<file path="config.mk">
export PLATFORM = sky130hd
export DESIGN_NAME = infix_to_prefix_operator_stack
export DESIGN_NICKNAME = d
export VERILOG_FILES = /design/src/rtl/itp_pkg.sv /design/src/rtl/itp_stack_ram.sv /design/src/rtl/itp_out_stage.sv /design/src/rtl/itp_ctrl.sv /design/src/rtl/infix_to_prefix_operator_stack.sv
export SDC_FILE = /design/constraint.sdc
export NUM_CORES = 1
export LEC_CHECK = 0
export ABC_AREA = 1
export CORE_ASPECT_RATIO = 1.5
export CORE_MARGIN = 5
export CORE_UTILIZATION = 40
export CTS_BUF_LIST = sky130_fd_sc_hd__clkbuf_16
export DETAILED_ROUTE_END_ITERATION = 6
export DONT_BUFFER_PORTS = 1
export HOLD_SLACK_MARGIN = 0.12
export SLEW_MARGIN = 20
export SYNTH_ARGS = -nofsm -noshare
export SYNTH_HDL_FRONTEND = slang
export SYNTH_SLANG_ARGS = --single-unit
</file>
<file path="constraint.sdc">
create_clock -name clk -period 8.9 [get_ports clk]
set_input_delay 0.89 -clock clk [delete_from_list [all_inputs] [get_ports clk]]
set_output_delay 0.89 -clock clk [all_outputs]
set_load 0.005 [all_outputs]
</file>
<file path="src/rtl/itp_pkg.sv">
`timescale 1ns / 1ps
`default_nettype none

package itp_pkg;

	localparam int STACK_DEPTH = 32;
	localparam int ADDR_W      = (STACK_DEPTH > 1) ? $clog2(STACK_DEPTH) : 1;
	localparam int CNT_W       = $clog2(STACK_DEPTH + 1);

	localparam logic [7:0] CH_PLUS   = 8'h2B;
	localparam logic [7:0] CH_MINUS  = 8'h2D;
	localparam logic [7:0] CH_STAR   = 8'h2A;
	localparam logic [7:0] CH_SLASH  = 8'h2F;
	localparam logic [7:0] CH_CARET  = 8'h5E;
	localparam logic [7:0] CH_LPAREN = 8'h28;
	localparam logic [7:0] CH_RPAREN = 8'h29;
	localparam logic [7:0] CH_TERM   = 8'h00;

	localparam logic [2:0] PREC_NONE   = 3'd0;
	localparam logic [2:0] PREC_RPAREN = 3'd1;
	localparam logic [2:0] PREC_ADD    = 3'd2;
	localparam logic [2:0] PREC_MUL    = 3'd3;
	localparam logic [2:0] PREC_POW    = 3'd4;

	typedef enum logic [2:0] {
		ST_IDLE,
		ST_EVAL,
		ST_REFILL,
		ST_POST,
		ST_FLUSH,
		ST_FLUSH_WAIT,
		ST_TERM,
		ST_CLOSE
	} itp_state_t;

	// request from the sequencer to the output stage
	typedef struct packed {
		logic       valid;
		logic       close;
		logic [7:0] chr;
		logic       done;
		logic       err;
	} itp_emit_t;

	typedef struct packed {
		logic emit_ok;
		logic close_ok;
	} itp_ostat_t;

	function automatic logic [2:0] prec_of(input logic [7:0] c);
		logic [2:0] p;
		case (c)
			CH_PLUS, CH_MINUS: p = PREC_ADD;
			CH_STAR, CH_SLASH: p = PREC_MUL;
			CH_CARET:          p = PREC_POW;
			CH_RPAREN:         p = PREC_RPAREN;
			default:           p = PREC_NONE;
		endcase
		return p;
	endfunction

endpackage

`default_nettype wire

</file>
<file path="src/rtl/itp_stack_ram.sv">
`timescale 1ns / 1ps
`default_nettype none

module itp_stack_ram (
	input  wire logic                      clk,
	input  wire logic                      we,
	input  wire logic [itp_pkg::ADDR_W-1:0] waddr,
	input  wire logic [7:0]                wdata,
	input  wire logic [itp_pkg::ADDR_W-1:0] raddr,
	output logic      [7:0]                rdata
);

	logic [7:0] mem [itp_pkg::STACK_DEPTH];

	always_ff @(posedge clk) begin
		if (we) begin
			mem[waddr] <= wdata;
		end
	end

	always_ff @(posedge clk) begin
		rdata <= mem[raddr];
	end

endmodule

`default_nettype wire

</file>
<file path="src/rtl/itp_out_stage.sv">
`timescale 1ns / 1ps
`default_nettype none

module itp_out_stage (
	input  wire logic                 clk,
	input  wire logic                 arst_n,
	input  wire itp_pkg::itp_emit_t   emit,
	output itp_pkg::itp_ostat_t       ostat,
	output logic                      out_valid,
	input  wire logic                 out_ready,
	output logic [7:0]                out_char,
	output logic                      last_of_run,
	output logic                      expr_done,
	output logic                      error
);

	logic       pend_valid_q;
	logic [7:0] pend_char_q;
	logic       pend_done_q;
	logic       pend_err_q;
	logic       out_valid_q;
	logic [7:0] out_char_q;
	logic       out_last_q;
	logic       out_done_q;
	logic       out_err_q;
	logic       out_free;
	logic       load_out;
	logic       drain;

	// one item is held back until it is known whether another follows it
	assign out_free       = !out_valid_q || out_ready;
	assign ostat.emit_ok  = !pend_valid_q || out_free;
	assign ostat.close_ok = !pend_valid_q || out_free;
	assign drain          = emit.close && pend_valid_q && out_free;
	assign load_out       = (emit.valid && pend_valid_q) || drain;

	always_ff @(posedge clk or negedge arst_n) begin
		if (!arst_n) begin
			pend_valid_q <= 1'b0;
			out_valid_q  <= 1'b0;
		end else begin
			if (emit.valid) begin
				pend_valid_q <= 1'b1;
			end else if (drain) begin
				pend_valid_q <= 1'b0;
			end
			if (load_out) begin
				out_valid_q <= 1'b1;
			end else if (out_ready) begin
				out_valid_q <= 1'b0;
			end
		end
	end

	always_ff @(posedge clk) begin
		if (emit.valid) begin
			pend_char_q <= emit.chr;
			pend_done_q <= emit.done;
			pend_err_q  <= emit.err;
		end
		if (load_out) begin
			out_char_q <= pend_char_q;
			out_done_q <= pend_done_q;
			out_err_q  <= pend_err_q;
			out_last_q <= drain;
		end
	end

	assign out_valid   = out_valid_q;
	assign out_char    = out_char_q;
	assign last_of_run = out_last_q;
	assign expr_done   = out_done_q;
	assign error       = out_err_q;

endmodule

`default_nettype wire

</file>
<file path="src/rtl/itp_ctrl.sv">
`timescale 1ns / 1ps
`default_nettype none

module itp_ctrl (
	input  wire logic                       clk,
	input  wire logic                       arst_n,
	input  wire logic                       in_valid,
	output logic                            in_ready,
	input  wire logic [7:0]                 symbol,
	input  wire logic                       end_of_expr,
	output logic                            ram_we,
	output logic [itp_pkg::ADDR_W-1:0]      ram_waddr,
	output logic [7:0]                      ram_wdata,
	output logic [itp_pkg::ADDR_W-1:0]      ram_raddr,
	input  wire logic [7:0]                 ram_rdata,
	output itp_pkg::itp_emit_t              emit,
	input  wire itp_pkg::itp_ostat_t        ostat
);

	itp_pkg::itp_state_t state_q, state_d;

	logic [7:0]              sym_q;
	logic                    end_q;
	logic [itp_pkg::CNT_W-1:0] cnt_q;
	logic                    err_q;

	logic       cnt_zero;
	logic       full;
	logic       is_rp;
	logic       is_lp;
	logic       is_op;
	logic [2:0] sym_p;
	logic [2:0] top_p;
	logic       pop_op;
	logic       top_is_rp;

	logic push;
	logic pop;
	logic set_err;

	always_comb begin
		cnt_zero  = (cnt_q == '0);
		full      = (cnt_q == itp_pkg::CNT_W'(itp_pkg::STACK_DEPTH));
		is_rp     = (sym_q == itp_pkg::CH_RPAREN);
		is_lp     = (sym_q == itp_pkg::CH_LPAREN);
		sym_p     = itp_pkg::prec_of(sym_q);
		is_op     = (sym_p >= itp_pkg::PREC_ADD);
		// empty stack acts like a ')' on top
		top_p     = cnt_zero ? itp_pkg::PREC_RPAREN : itp_pkg::prec_of(ram_rdata);
		// '^' is right associative in the reversed scan
		pop_op    = (top_p > sym_p) || ((top_p == sym_p) && (sym_q == itp_pkg::CH_CARET));
		top_is_rp = (ram_rdata == itp_pkg::CH_RPAREN);
	end

	// next state
	always_comb begin
		state_d = state_q;
		case (state_q)
			itp_pkg::ST_IDLE: begin
				if (in_valid) state_d = itp_pkg::ST_EVAL;
			end
			itp_pkg::ST_EVAL: begin
				if (is_rp) begin
					state_d = itp_pkg::ST_POST;
				end else if (is_lp) begin
					if (cnt_zero || top_is_rp) state_d = itp_pkg::ST_POST;
					else if (ostat.emit_ok)    state_d = itp_pkg::ST_REFILL;
				end else if (is_op) begin
					if (!pop_op)             state_d = itp_pkg::ST_POST;
					else if (ostat.emit_ok)  state_d = itp_pkg::ST_REFILL;
				end else if (ostat.emit_ok) begin
					state_d = itp_pkg::ST_POST;
				end
			end
			itp_pkg::ST_REFILL: state_d = itp_pkg::ST_EVAL;
			itp_pkg::ST_POST: begin
				state_d = end_q ? itp_pkg::ST_FLUSH : itp_pkg::ST_CLOSE;
			end
			itp_pkg::ST_FLUSH: begin
				if (cnt_zero)                         state_d = itp_pkg::ST_TERM;
				else if (top_is_rp || ostat.emit_ok)  state_d = itp_pkg::ST_FLUSH_WAIT;
			end
			itp_pkg::ST_FLUSH_WAIT: state_d = itp_pkg::ST_FLUSH;
			itp_pkg::ST_TERM: begin
				if (ostat.emit_ok) state_d = itp_pkg::ST_CLOSE;
			end
			itp_pkg::ST_CLOSE: begin
				if (ostat.close_ok) state_d = itp_pkg::ST_IDLE;
			end
			default: state_d = itp_pkg::ST_IDLE;
		endcase
	end

	// outputs
	always_comb begin
		in_ready   = 1'b0;
		push       = 1'b0;
		pop        = 1'b0;
		set_err    = 1'b0;
		emit.valid = 1'b0;
		emit.close = 1'b0;
		emit.chr   = ram_rdata;
		emit.done  = 1'b0;
		emit.err   = err_q;
		case (state_q)
			itp_pkg::ST_IDLE: in_ready = 1'b1;
			itp_pkg::ST_EVAL: begin
				if (is_rp) begin
					push = 1'b1;
				end else if (is_lp) begin
					if (cnt_zero) begin
						set_err = 1'b1;
					end else if (top_is_rp) begin
						pop = 1'b1;
					end else begin
						emit.valid = ostat.emit_ok;
						pop        = ostat.emit_ok;
					end
				end else if (is_op) begin
					if (pop_op) begin
						emit.valid = ostat.emit_ok;
						pop        = ostat.emit_ok;
					end else begin
						push = 1'b1;
					end
				end else begin
					emit.valid = ostat.emit_ok;
					emit.chr   = sym_q;
				end
			end
			itp_pkg::ST_FLUSH: begin
				if (!cnt_zero) begin
					if (top_is_rp) begin
						pop     = 1'b1;
						set_err = 1'b1;
					end else begin
						emit.valid = ostat.emit_ok;
						pop        = ostat.emit_ok;
					end
				end
			end
			itp_pkg::ST_TERM: begin
				emit.valid = ostat.emit_ok;
				emit.chr   = itp_pkg::CH_TERM;
				emit.done  = 1'b1;
			end
			itp_pkg::ST_CLOSE: emit.close = 1'b1;
			default: ;
		endcase
	end

	assign ram_we    = push && !full;
	assign ram_waddr = cnt_q[itp_pkg::ADDR_W-1:0];
	assign ram_wdata = sym_q;
	// the ram always looks at the current top; a new top shows in the cycle after cnt_q moves
	assign ram_raddr = itp_pkg::ADDR_W'(cnt_q - itp_pkg::CNT_W'(1));

	always_ff @(posedge clk or negedge arst_n) begin
		if (!arst_n) begin
			state_q <= itp_pkg::ST_IDLE;
			cnt_q   <= '0;
			err_q   <= 1'b0;
		end else begin
			state_q <= state_d;
			if (push && !full) begin
				cnt_q <= cnt_q + itp_pkg::CNT_W'(1);
			end else if (pop) begin
				cnt_q <= cnt_q - itp_pkg::CNT_W'(1);
			end
			if (set_err || (push && full)) begin
				err_q <= 1'b1;
			end
		end
	end

	always_ff @(posedge clk) begin
		if (in_valid && in_ready) begin
			sym_q <= symbol;
			end_q <= end_of_expr;
		end
	end

endmodule

`default_nettype wire

</file>
<file path="src/rtl/infix_to_prefix_operator_stack.sv">
`timescale 1ns / 1ps
`default_nettype none

// channel   signals                                      direction
// input     in_valid, in_ready, symbol, end_of_expr      in
// output    out_valid, out_ready, out_char, last_of_run,  out
//           expr_done, error
//
// one item at a time: an operand or a push passes idle, eval, post and close; each popped
// operator adds a pop and a refill step (the stack ram's registered read of the new top),
// and an end flag adds a flush and a terminator step plus a flush and a wait per entry
// reset clears the stack count, the sticky error and the valid flags of both output registers at once
// a stalled output holds the sequencer only when a new result finds the held one and
// the output register both occupied

module infix_to_prefix_operator_stack (
	input  wire logic       clk,
	input  wire logic       arst_n,
	input  wire logic       in_valid,
	output logic            in_ready,
	input  wire logic [7:0] symbol,
	input  wire logic       end_of_expr,
	output logic            out_valid,
	input  wire logic       out_ready,
	output logic [7:0]      out_char,
	output logic            last_of_run,
	output logic            expr_done,
	output logic            error
);

	logic                        ram_we;
	logic [itp_pkg::ADDR_W-1:0]  ram_waddr;
	logic [7:0]                  ram_wdata;
	logic [itp_pkg::ADDR_W-1:0]  ram_raddr;
	logic [7:0]                  ram_rdata;
	itp_pkg::itp_emit_t          emit;
	itp_pkg::itp_ostat_t         ostat;

	itp_stack_ram u_ram (
		.clk   (clk),
		.we    (ram_we),
		.waddr (ram_waddr),
		.wdata (ram_wdata),
		.raddr (ram_raddr),
		.rdata (ram_rdata)
	);

	itp_ctrl u_ctrl (
		.clk         (clk),
		.arst_n      (arst_n),
		.in_valid    (in_valid),
		.in_ready    (in_ready),
		.symbol      (symbol),
		.end_of_expr (end_of_expr),
		.ram_we      (ram_we),
		.ram_waddr   (ram_waddr),
		.ram_wdata   (ram_wdata),
		.ram_raddr   (ram_raddr),
		.ram_rdata   (ram_rdata),
		.emit        (emit),
		.ostat       (ostat)
	);

	itp_out_stage u_out (
		.clk         (clk),
		.arst_n      (arst_n),
		.emit        (emit),
		.ostat       (ostat),
		.out_valid   (out_valid),
		.out_ready   (out_ready),
		.out_char    (out_char),
		.last_of_run (last_of_run),
		.expr_done   (expr_done),
		.error       (error)
	);

endmodule

`default_nettype wire
</file>
==> results.txt <==
Syn Inst Count: 1,104
Seq/Total Area, Yosys: 0.699
most used cell, CP: nand2_1
Max-Cap Viols: 0
PortBufs: 0
initial antenna violation count: 0
global-route wire length before repair: 48,300 um
Post-Syn Nets: 1,125
Clk network pwr share: 0.225
slowest stage cell on the critical path: dfrtp_4
worst skew pair latency: 0.55 ns
DR iter-0 viols: 564
LEAKAGE: 4.80 nW
CTS buffer count: 27
Die Ht: 230 um
commonest cells in the netlist: edfxtp_1 (286), nor2_1 (240), o21ai_0 (113)
placed cells: 1,470
DRC: 0
min-delay worst type: register to register
Row Count: 80
clk_skew: 0.0125 ns
GRT Overall Usage: 0.176
Placer Congestion: 0.872
largest net degree at the start of global routing: 116
Post-CTS Setup Inserts: 0
critical-path cell list: clkinv_2, ha_4, nand4_2, nand2_1, a31oi_1, ha_1, inv_1, nand2_1, nand3_1, nand2_1, nand2_1, nand2_2, nand2_4, nand3_4, inv_2, nand2_2, nor2_1
Final Max Slew Viols: 0
most frequent cell after synthesis: edfxtp_1
vias: 8,291
final instance area: 14,200 um^2
DRT antenna net count: 0
RR Endpoint: u_ram.mem[23][4]$_DFFE_PP_
NetSw: 2.08 mW
CP peak stage delay: 0.71 ns
Post-layout nets: 1,111
post-synth top area share: 0.664
post_cts resized: 0
fmax: 218 MHz
CP Class: register to register
hold path start: u_out.pend_char_q[4]$_DFFE_PP_
synth unique cells: 36
CTS tree: built
CP Capture Type: register
status: completed
clk buf depth: 3
Initial Utilization: 0.405
DR vias/cell: 5.47
worst slew pin tran: 1.09 ns
WL/cell: 21.0 um
vias in the first global route: 8,443
IR drop worst, VDD: 0.230 mV
Internal Power: 2.99 mW
P per Cell Area: 357 nW/um^2
Placed Area: 13,300 um^2
switch share: 0.411
RSZ-0062 raised after global routing: false
Reg power frac: 0.368
Antenna Cells: 0
CP bufs+invs: 3
r2r setup slk: 4.31 ns
number of flops mapped to enable cells by yosys: 286
Register-to-Register Path Depth: 17
dpl hpwl: 19,900 um
CP top delay family: simple AND/OR/NAND/NOR gates
synthesized area: 12,900 um^2
final period utilization: 0.515
root buffer cell: clkbuf_16
minimum clock period: 4.59 ns
Syn-to-layout area delta: 9.55%
Fin. Hold Viols: 0
CP Launch Type: register
1st-pass router iterations: 5
Synth warnings: 0
Setup TNS: 0 ns
clk slew on worst S/H paths: 0.07 ns
largest fanout on the critical path: 45
Die Wd: 157 um
slew margin rel.: 0.271
combinational cell fraction of total power: 0.407
WP data required: 9.08 ns
ys async rst share: 0.0392
clk sink count: 306
prevailing post-synth register cell: edfxtp_1
cts hold-fix bufs: 1
Synth area leaders: edfxtp_1 (66%), nor2_1 (7.0%), o21ai_0 (4.4%)
grt ovf: 0
Synth area leader: edfxtp_1
DIE AREA: 36,100 um^2
fin cells: 1,517
final core occ: 0.444
worst reg2reg path startpoint: u_ctrl.cnt_q[0]$_DFFE_PN0P_
final setup vio count: 0
final wirelength: 31,800 um
Critical Path AT: 4.77 ns
synthesized area per cell: 11.7 um^2
Core Footprint: 31,900 um^2
htree depth: 1
Ports: 26
layout cells sized above 1: 0.0786
synthesized flop and latch total: 306
hold path depth: 0
hold path endpoint: u_out.out_char[4]$_DFFE_PP_
## metal layers
| metal | track usage | vias up | part of all wire |
|---|---|---|---|
| li1 | - | 3907 | - |
| met1 | 0.197 | 4037 | 0.37 |
| met2 | 0.328 | 268 | 0.54 |
| met3 | 0.0203 | 79 | 0.041 |
| met4 | 0.0814 | 0 | 0.047 |
| met5 | 0 | - | 0 |
## worst max path at each step
stage | start | to | slack [ns] | depth (start not counted)
2_1_floorplan | u_ctrl.cnt_q[0]$_DFFE_PN0P_ | u_ram.mem[1][0]$_DFFE_PP_ | 5.57 | 19
3_3_place_gp | u_ctrl.cnt_q[0]$_DFFE_PN0P_ | u_ram.mem[3][6]$_DFFE_PP_ | 4.40 | 17
3_5_place_dp | u_ctrl.cnt_q[0]$_DFFE_PN0P_ | u_ram.mem[18][0]$_DFFE_PP_ | 4.31 | 17
4_1_cts | u_ctrl.cnt_q[0]$_DFFE_PN0P_ | u_ram.mem[18][1]$_DFFE_PP_ | 4.29 | 17
5_1_grt | u_ctrl.cnt_q[0]$_DFFE_PN0P_ | u_ram.mem[18][6]$_DFFE_PP_ | 3.87 | 17
6_report | u_ctrl.cnt_q[0]$_DFFE_PN0P_ | u_ram.mem[23][4]$_DFFE_PP_ | 4.31 | 17
## stage by stage
step	worst slack, ns	total power [mW]	hold WS, ns
2_1_floorplan	5.57	3.31	0.400
3_3_place_gp	4.40	3.97	0.402
3_5_place_dp	4.31	3.97	0.406
4_1_cts	4.29	5.10	0.412
5_1_grt	3.87	5.38	0.416
6_report	4.31	5.07	0.419
## worst register-to-register path: stages (launching register included)
cell and delay, ns:
dfrtp_4 0.71, clkinv_2 0.63, ha_4 0.43, nand4_2 0.18, nand2_1 0.13, a31oi_1 0.17
ha_1 0.25, inv_1 0.07, nand2_1 0.05, nand3_1 0.06, nand2_1 0.06, nand2_1 0.08
nand2_2 0.07, nand2_4 0.10, nand3_4 0.18, inv_2 0.19, nand2_2 0.26, nor2_1 0.60
## cell usage in the layout, fill, tap and decap left out, types with 9 or more instances in the layout
cell and instances:
nand4_1 14, o21ai_1 44, dfrtp_1 11, nand2_1 108, inv_1 50, nand3_1 40, o22ai_1 9, o211ai_1 64
o21ai_0 113, buf_4 12, nor2_1 240, clkbuf_16 27, edfxtp_1 286
## logic make-up after synthesis
family / share of synthesized area
xor+xnor: 0.00657
compound gates: 0.106
flops: 0.699
buf+inv: 0.0360
simple gates: 0.144
fa+ha+maj: 0.00773
## state kept, by name, indices dropped and copies added, names as in the netlist, 3 cells and up
| register | flops |
|---|---|
| u_out.pend_char_q | 8 |
| u_ctrl.ram_wdata | 8 |
| u_ctrl.cnt_q | 6 |
| u_ram.rdata | 8 |
| u_out.out_char | 8 |
| u_ctrl.state_q | 3 |
| u_ram.mem | 256 |
## power by group through the flow
stage / registers [mW] / clock network [mW] / logic (mW)
after global placement: 1.90 / 0 / 2.07
after detailed placement: 1.90 / 0 / 2.07
final: 1.87 / 1.14 / 2.06
after global routing: 1.88 / 1.21 / 2.28
after CTS: 1.87 / 1.16 / 2.07
after floorplan: 1.85 / 0 / 1.46
## area by class of cell
class	instances	area, um^2
Clock buffer	27	676
Clock inverter	19	174
Fill cell	2874	17800
Inverter	54	204
Multi-Input combinational cell	688	3460
Sequential cell	306	9050
Tap cell	410	513
Timing Repair Buffer	13	100
(Power assumes the default switching activity.)
